<file path="config.mk">
export PLATFORM = sky130hd
export DESIGN_NAME = sorted_set_insert_delete_top
export DESIGN_NICKNAME = d
export VERILOG_FILES = /design/src/rtl/ssid_pkg.sv /design/src/rtl/sorted_set_insert_delete_top.sv /design/src/rtl/ssid_datapath.sv /design/src/rtl/ssid_ctrl.sv
export SDC_FILE = /design/constraint.sdc
export NUM_CORES = 2
export LEC_CHECK = 0
export CORE_UTILIZATION = 30
export DETAILED_ROUTE_END_ITERATION = 12
export DONT_BUFFER_PORTS = 1
export GPL_TIMING_DRIVEN = 0
export SLEW_MARGIN = 5
export SYNTH_ARGS = -nofsm -noshare
export SYNTH_HDL_FRONTEND = slang
export SYNTH_SLANG_ARGS = --single-unit
export TNS_END_PERCENT = 30
</file>
<file path="constraint.sdc">
create_clock -name clk -period 7.69 [get_ports clk]
set_clock_uncertainty 0.1 [all_clocks]
set_input_delay 0 -clock clk [delete_from_list [all_inputs] [get_ports clk]]
set_output_delay 0 -clock clk [all_outputs]
set_load 0.05 [all_outputs]
</file>
<file path="src/rtl/ssid_pkg.sv">
// ssid_pkg: shared types, codes and defaults for the sorted set block.
// No dependencies; imported by every module of the block.
`default_nettype none

package ssid_pkg;

	localparam int CAPACITY_DEF = 32;
	localparam int VAL_W        = 32;
	localparam int CNT_OUT_W    = 7;

	localparam logic [1:0] OP_INSERT = 2'd0;
	localparam logic [1:0] OP_DELETE = 2'd1;
	localparam logic [1:0] OP_DUMP   = 2'd2;

	localparam logic [2:0] ST_INSERTED  = 3'd0;
	localparam logic [2:0] ST_DUPLICATE = 3'd1;
	localparam logic [2:0] ST_DELETED   = 3'd2;
	localparam logic [2:0] ST_NOT_FOUND = 3'd3;
	localparam logic [2:0] ST_FULL      = 3'd4;
	localparam logic [2:0] ST_DUMP      = 3'd5;

	typedef struct packed {
		logic [1:0]              operation;
		logic signed [VAL_W-1:0] value;
	} req_t;

	typedef struct packed {
		logic [2:0]              status;
		logic signed [VAL_W-1:0] entry_value;
		logic                    entry_valid;
		logic [CNT_OUT_W-1:0]    stored_count;
		logic                    last;
	} rsp_t;

	// controller -> datapath
	typedef struct packed {
		logic load;
		logic update;
		logic dump_emit;
		logic dump_empty;
	} ctl_t;

	// datapath -> controller
	typedef struct packed {
		logic [1:0] op;
		logic       count_zero;
		logic       dump_last;
	} sts_t;

endpackage

`default_nettype wire

</file>
<file path="src/rtl/sorted_set_insert_delete_top.sv">
// sorted_set_insert_delete_top: sorted set with insert, delete and dump.
// Depends on ssid_pkg, ssid_ctrl, ssid_datapath.
//
//  port     dir  kind              transfer when
//  request  in   req_t command     start && !busy
//  result   out  rsp_t result      done (one cycle, no backpressure)
//
// Insert/delete: accepted, compared in all cells in the next cycle, result
// in the cycle after; a new command can be taken while that result shows.
// Dump: one result per entry, one entry per cycle from the rotating cell array.
// Empty dump: one result, no entry. Reset clears the count, no clearing pass.
`default_nettype none

module sorted_set_insert_delete_top import ssid_pkg::*; #(
	parameter int CAPACITY = CAPACITY_DEF
) (
	input  wire   clk,
	input  wire   arst_n,
	input  wire   start,
	input  req_t  request,
	output logic  busy,
	output logic  done,
	output rsp_t  result
);

	ctl_t ctl;
	sts_t sts;
	logic ctrl_busy;

	ssid_ctrl u_ctrl (
		.clk    (clk),
		.arst_n (arst_n),
		.start  (start),
		.sts    (sts),
		.busy   (ctrl_busy),
		.ctl    (ctl)
	);

	ssid_datapath #(.CAPACITY(CAPACITY)) u_dp (
		.clk     (clk),
		.arst_n  (arst_n),
		.request (request),
		.ctl     (ctl),
		.sts     (sts),
		.done    (done),
		.result  (result)
	);

	assign busy = ctrl_busy;

endmodule

`default_nettype wire

</file>
<file path="src/rtl/ssid_datapath.sv">
// ssid_datapath: sorted shift-register cell array, entry count, dump counter
// and result register. Depends on ssid_pkg; driven by ssid_ctrl.
`default_nettype none

module ssid_datapath import ssid_pkg::*; #(
	parameter int CAPACITY = CAPACITY_DEF
) (
	input  wire         clk,
	input  wire         arst_n,
	input  req_t        request,
	input  ctl_t        ctl,
	output sts_t        sts,
	output logic        done,
	output rsp_t        result
);

	localparam int CW = $clog2(CAPACITY + 1);

	logic signed [VAL_W-1:0] cells_q [CAPACITY];
	logic signed [VAL_W-1:0] cell_d  [CAPACITY];
	logic [CAPACITY-1:0]     cell_we;
	logic [CAPACITY-1:0]     vld, lt, eq;

	logic [1:0]              op_q;
	logic signed [VAL_W-1:0] val_q;
	logic [CW-1:0]           count_q, cnt_d, last_idx, dcnt_q;
	logic                    found, full, do_ins, do_del, dump_last;
	logic                    done_q;
	rsp_t                    rsp_q;

	// per-cell compare against the held value
	always_comb begin
		for (int i = 0; i < CAPACITY; i++) begin
			vld[i] = CW'(i) < count_q;
			lt[i]  = vld[i] && (cells_q[i] < val_q);
			eq[i]  = vld[i] && (cells_q[i] == val_q);
		end
	end

	assign found     = |eq;
	assign full      = count_q == CW'(CAPACITY);
	assign do_ins    = ctl.update && (op_q == OP_INSERT) && !found && !full;
	assign do_del    = ctl.update && (op_q == OP_DELETE) && found;
	assign last_idx  = count_q - CW'(1);
	assign dump_last = dcnt_q == last_idx;

	always_comb begin
		if (do_ins)
			cnt_d = count_q + CW'(1);
		else if (do_del)
			cnt_d = count_q - CW'(1);
		else
			cnt_d = count_q;
	end

	genvar g;
	for (g = 0; g < CAPACITY; g++) begin : g_cell
		logic signed [VAL_W-1:0] ins_w, next_w, rot_w;
		if (g == 0) begin : g_first
			assign ins_w = val_q;
		end else begin : g_rest
			assign ins_w = lt[g-1] ? val_q : cells_q[g-1];
		end
		if (g == CAPACITY - 1) begin : g_top
			assign next_w = cells_q[0];
		end else begin : g_mid
			assign next_w = cells_q[g+1];
		end
		// rotate the occupied cells down by one per dump beat
		assign rot_w = (last_idx == CW'(g)) ? cells_q[0] : next_w;

		always_comb begin
			cell_we[g] = 1'b0;
			cell_d[g]  = rot_w;
			if (do_ins && !lt[g]) begin
				cell_we[g] = 1'b1;
				cell_d[g]  = ins_w;
			end else if (do_del && !lt[g]) begin
				cell_we[g] = 1'b1;
				cell_d[g]  = next_w;
			end else if (ctl.dump_emit) begin
				cell_we[g] = 1'b1;
			end
		end
	end

	always_ff @(posedge clk) begin
		for (int i = 0; i < CAPACITY; i++) begin
			if (cell_we[i])
				cells_q[i] <= cell_d[i];
		end
	end

	always_ff @(posedge clk) begin
		if (ctl.load) begin
			op_q  <= request.operation;
			val_q <= request.value;
		end
	end

	always_ff @(posedge clk or negedge arst_n) begin
		if (!arst_n) begin
			count_q <= '0;
			dcnt_q  <= '0;
			done_q  <= 1'b0;
		end else begin
			count_q <= cnt_d;
			done_q  <= ctl.update | ctl.dump_emit | ctl.dump_empty;
			if (ctl.load)
				dcnt_q <= '0;
			else if (ctl.dump_emit)
				dcnt_q <= dcnt_q + CW'(1);
		end
	end

	always_ff @(posedge clk) begin
		if (ctl.update) begin
			if (op_q == OP_INSERT)
				rsp_q.status <= found ? ST_DUPLICATE : (full ? ST_FULL : ST_INSERTED);
			else
				rsp_q.status <= found ? ST_DELETED : ST_NOT_FOUND;
			rsp_q.entry_value  <= val_q;
			rsp_q.entry_valid  <= 1'b0;
			rsp_q.stored_count <= CNT_OUT_W'(cnt_d);
			rsp_q.last         <= 1'b1;
		end else if (ctl.dump_emit) begin
			rsp_q.status       <= ST_DUMP;
			rsp_q.entry_value  <= cells_q[0];
			rsp_q.entry_valid  <= 1'b1;
			rsp_q.stored_count <= CNT_OUT_W'(count_q);
			rsp_q.last         <= dump_last;
		end else if (ctl.dump_empty) begin
			rsp_q.status       <= ST_DUMP;
			rsp_q.entry_value  <= '0;
			rsp_q.entry_valid  <= 1'b0;
			rsp_q.stored_count <= CNT_OUT_W'(count_q);
			rsp_q.last         <= 1'b1;
		end
	end

	assign sts.op         = op_q;
	assign sts.count_zero = count_q == '0;
	assign sts.dump_last  = dump_last;
	assign done           = done_q;
	assign result         = rsp_q;

endmodule

`default_nettype wire

</file>
<file path="src/rtl/ssid_ctrl.sv">
// ssid_ctrl: operation sequencer (idle, evaluate, dump beats).
// Depends on ssid_pkg; commands ssid_datapath.
`default_nettype none

module ssid_ctrl import ssid_pkg::*; (
	input  wire   clk,
	input  wire   arst_n,
	input  wire   start,
	input  sts_t  sts,
	output logic  busy,
	output ctl_t  ctl
);

	localparam logic [1:0] S_IDLE = 2'd0;
	localparam logic [1:0] S_EVAL = 2'd1;
	localparam logic [1:0] S_DUMP = 2'd2;

	logic [1:0] state_q, state_d;

	always_comb begin
		state_d = state_q;
		ctl     = '0;
		case (state_q)
			S_IDLE: begin
				if (start) begin
					ctl.load = 1'b1;
					state_d  = S_EVAL;
				end
			end
			S_EVAL: begin
				state_d = S_IDLE;
				if (sts.op inside {OP_INSERT, OP_DELETE}) begin
					ctl.update = 1'b1;
				end else if (sts.op == OP_DUMP) begin
					if (sts.count_zero)
						ctl.dump_empty = 1'b1;
					else
						state_d = S_DUMP;
				end
			end
			S_DUMP: begin
				ctl.dump_emit = 1'b1;
				if (sts.dump_last)
					state_d = S_IDLE;
			end
			default: begin
				state_d = S_IDLE;
			end
		endcase
	end

	always_ff @(posedge clk or negedge arst_n) begin
		if (!arst_n)
			state_q <= S_IDLE;
		else
			state_q <= state_d;
	end

	assign busy = state_q != S_IDLE;

endmodule

`default_nettype wire

</file>
==> impl_metrics.toml <==
[status]
status = "complete, but fails checks"
violations = "setup timing"

[timing]
slew_headroom_pct = 2.41
max_freq_mhz = 126
finalHoldViolations = 0
rsz0062_at_grt = "yes"
fin_crit_ns = 7.94
timing.final.crit_share_pct = 103
setup_ws_ns = -0.251
setup_tns_ns = -46.18
worst_slew_pin_slew_ns = 1.46
finalMaxSlewViolations = 0
setup_viol = 500

[power_and_ir_drop]
leakage_nw = 39.5
max-vdd-ir-drop_uv = 205
powerDensity_nw_per_um2 = 400

[die]
core_um2 = 295000
die_y_um = 548
row_count = 199
pin_count = 83
start_util_pct = 30.3
die_area_um2 = 300000
die_x_um = 548

[clock_network]
root_buffer = "clkbuf_16"
htreeDepth = 4
cts_buffers = 151
tritoncts = "yes"
cts_sinks = 1116
clk_pin_slew_ns = 0.07
clk_latency_ns = 0.88
clockBufferDepth = 4

[drt]
num_vias = 80800
drt_iter0_drc = 11500
drt-pass1-iter-count = 9
wl_mm = 459
drc = 0
drt-vias-per-instance = 6.24
post_drt_wl_per_cell_um = 35.4
postRouteAntennaNets = 0

[grt]
grt.overflow.total = 0
grt_max_degree = 43
antenna_found_initial = 37
track_usage_pct = 29.3
grt_pass1_wl_mm = 614
grt_pass1_vias = 77500

[cells_and_area]
drive_gt1_share_pct = 7.02
area_delta_synth_final_pct = 13.9
fillers = 29600
fin_util_pct = 34.5
nNetsFinal = 9982

[setup_path]
end_kind = "register"
max_stage_delay_ns = 0.87
path_class = "reg2reg"
slowest_stage = "edfxtp_1"
r2r_cells = 18
path_max_fanout = 28
crit_path_start_kind = "register"
worstPathCellList = "inv_1, clkbuf_2, buf_12, ha_1, nand4_1, a2111oi_1, clkdlybuf4s18_2, nand4_1, o211ai_1, nor4_2, nand4_1, buf_12, o21ai_4, clkbuf_4, clkdlybuf4s15_2, nand2_1, nand2_2, buf_12"
required_ns = 8.13
worstPathArrival_ns = 8.38

[synthesis]
ys_types = 93
synth_edf_count = 1099
avgSynthCellArea_um2 = 10.4
syn_area_um2 = 89300
syn_nets = 9680
ys_warn_count = 0
synth_seq_cells = 1116
synth_cells = 8612
ys_seq_area_share_pct = 37.4
yosys_most_used_dff = "edfxtp_1"
ys_async_sr_fraction_pct = 1.34

[min_path]
hp-class = "in2reg"
hold_depth = 2

[placed_design]
post-dp-hpwl_mm = 379
place_congestion = 1.15
numPortBuffers = 0

[job]
cap_violations = 0
## cells in the final DEF (no fill, tap or decap), types with 169 or more instances in the layout
cell type,count
inv_1,169
clkbuf_1,438
nor2_1,659
nand2_1,372
edfxtp_1,1099
o21ai_0,291
nand3_1,181
a21oi_1,809
a21o_1,176
nand4_1,248
ha_1,1031
mux2i_1,1648
a221o_1,229
## worst max-delay path: cells and delay by family, from the launching register on
kind,cells,cell delay [ns]
compound gates,3,0.71
flops,1,0.87
buf+inv,8,3.42
simple gates,6,2.04
fa+ha+maj,1,0.32
## worst paths after layout
path,from,to,slack [ns]
worst max-delay path,u_dp.g_cell[0].ins_w[1]$_DFFE_PP_,u_dp.cells_q[1][224]$_DFFE_PP_,-0.25
worst min-delay path,request[20],u_dp.g_cell[0].ins_w[20]$_DFFE_PP_,0.21
worst max register to register,u_dp.g_cell[0].ins_w[1]$_DFFE_PP_,u_dp.cells_q[1][224]$_DFFE_PP_,-0.25
worst min register to register,u_dp.dcnt_q[5]$_DFFE_PN0P_,u_dp.dcnt_q[5]$_DFFE_PN0P_,0.43
max in group asynchronous,arst_n,u_dp.dcnt_q[5]$_DFFE_PN0P_,6.69
min in group asynchronous,arst_n,u_dp.count_q[4]$_DFF_PN0_,0.22
## state kept, by name (all words and copies together), names as in the netlist
signal             flops
u_ctrl.state_q         2
u_dp.cells_q        1024
u_dp.count_q           6
u_dp.dcnt_q            6
u_dp.done              1
u_dp.g_cell.ins_w     32
u_dp.op_q              2
u_dp.result           43
## area by class of cell
class | instances | area, µm² | area share, %
Multi-Input combinational cell | 6659 | 53000 | 52.1
Clock buffer | 200 | 3990 | 3.93
Antenna cell | 19 | 47.5 | 0.0467
Timing Repair Buffer | 179 | 2430 | 2.39
Sequential cell | 1116 | 33400 | 32.9
Buffer | 635 | 2800 | 2.75
Tap cell | 3919 | 4900 | 4.82
Clock inverter | 53 | 467 | 0.459
Inverter | 172 | 649 | 0.638
## cells in the mapped netlist, types with 8 or more instances
library cell  number  area, µm²
a22o_1            31        272
buf_4              9       67.6
and4_1            27        236
o221ai_1          34        298
a31oi_1           13       81.3
mux2i_1         1649      16500
a221oi_1          45        394
nor2_1           659       2470
a21boi_0          15        113
nor2b_1           83        519
and3_1            14       87.6
or4_1             11       82.6
a21oi_1          813       4070
o21ai_0          308       1540
o2bb2ai_1         63        552
a211oi_1          74        556
o21a_1            28        210
a2111oi_0         42        368
nand3_1          186        931
nor3_1           140        701
buf_6             13        146
dfrtp_1           15        375
o211ai_1          37        278
nor4_1            51        319
inv_1            171        642
nand2b_1          26        163
a21o_1           176       1320
o21ai_1           11       55.1
or3_1              8       50.1
clkbuf_1         461       1730
buf_2            127        636
a221o_1          229       2290
and2_1            11       68.8
nand4_1          248       1550
mux2_2            41        462
xnor2_1           15        131
edfxtp_1        1099      33000
ha_1            1031      12900
nand2_1          389       1460
buf_1             55        206
a211o_1            9       78.8
o22ai_1           10       62.6
## kinds of logic after synthesis
kind of cell / count (synthesis) / share of synthesized area (%)
muxes: 1690 / 19.0
DFF: 1116 / 37.4
AOI/OAI and AO/OA: 2018 / 14.9
and+or+nand+nor: 1902 / 10.2
xor gates and xnor gates: 17 / 0.167
other: 1 / 0.00420
adders and majority gates: 1031 / 14.4
buffers and inverters: 837 / 3.84
## per-layer routing
metal  vias up  track usage [%]  routed length [µm]
met4        22             17.2               31100
li1      34000                -                   -
met5         -                0                 166
met2      5240             43.6              192000
met1     40400             37.7              182000
met3      1074             8.40               53500
## power breakdown
group          total (mW)  switching (mW)  leakage (nW)  internal (mW)
logic                21.6            14.6          26.9           7.01
registers            12.1            2.44          10.4           9.66
clock network        6.94            3.04          2.18           3.90
## repair_timing
| item | CTS | global route |
|---|---|---|
| resized for setup | 44 | 17 |
| hold buffers | 73 | 0 |
| pin swaps | 2 | 1 |
| setup endpoints to repair | 1987 | 695 |
| hold endpoints to repair | 90 | 0 |
| setup buffers | 24 | 23 |
## stage by stage
step	total power, mW	setup WS [ns]	hold WS (ns)	cell area [µm²]	instances
floorplan	23.7	0.863	-0.396	89300	8612
CTS	39.6	-0.0627	0.184	101000	12900
global placement	31.7	-6.37	-0.394	94200	12500
global route	41.9	-0.0797	0.242	102000	12900
detailed placement	32.6	-1.90	-0.394	95700	12600
finish	40.7	-0.251	0.206	102000	13000
No activity file was read; power rests on OpenSTA's default activity.
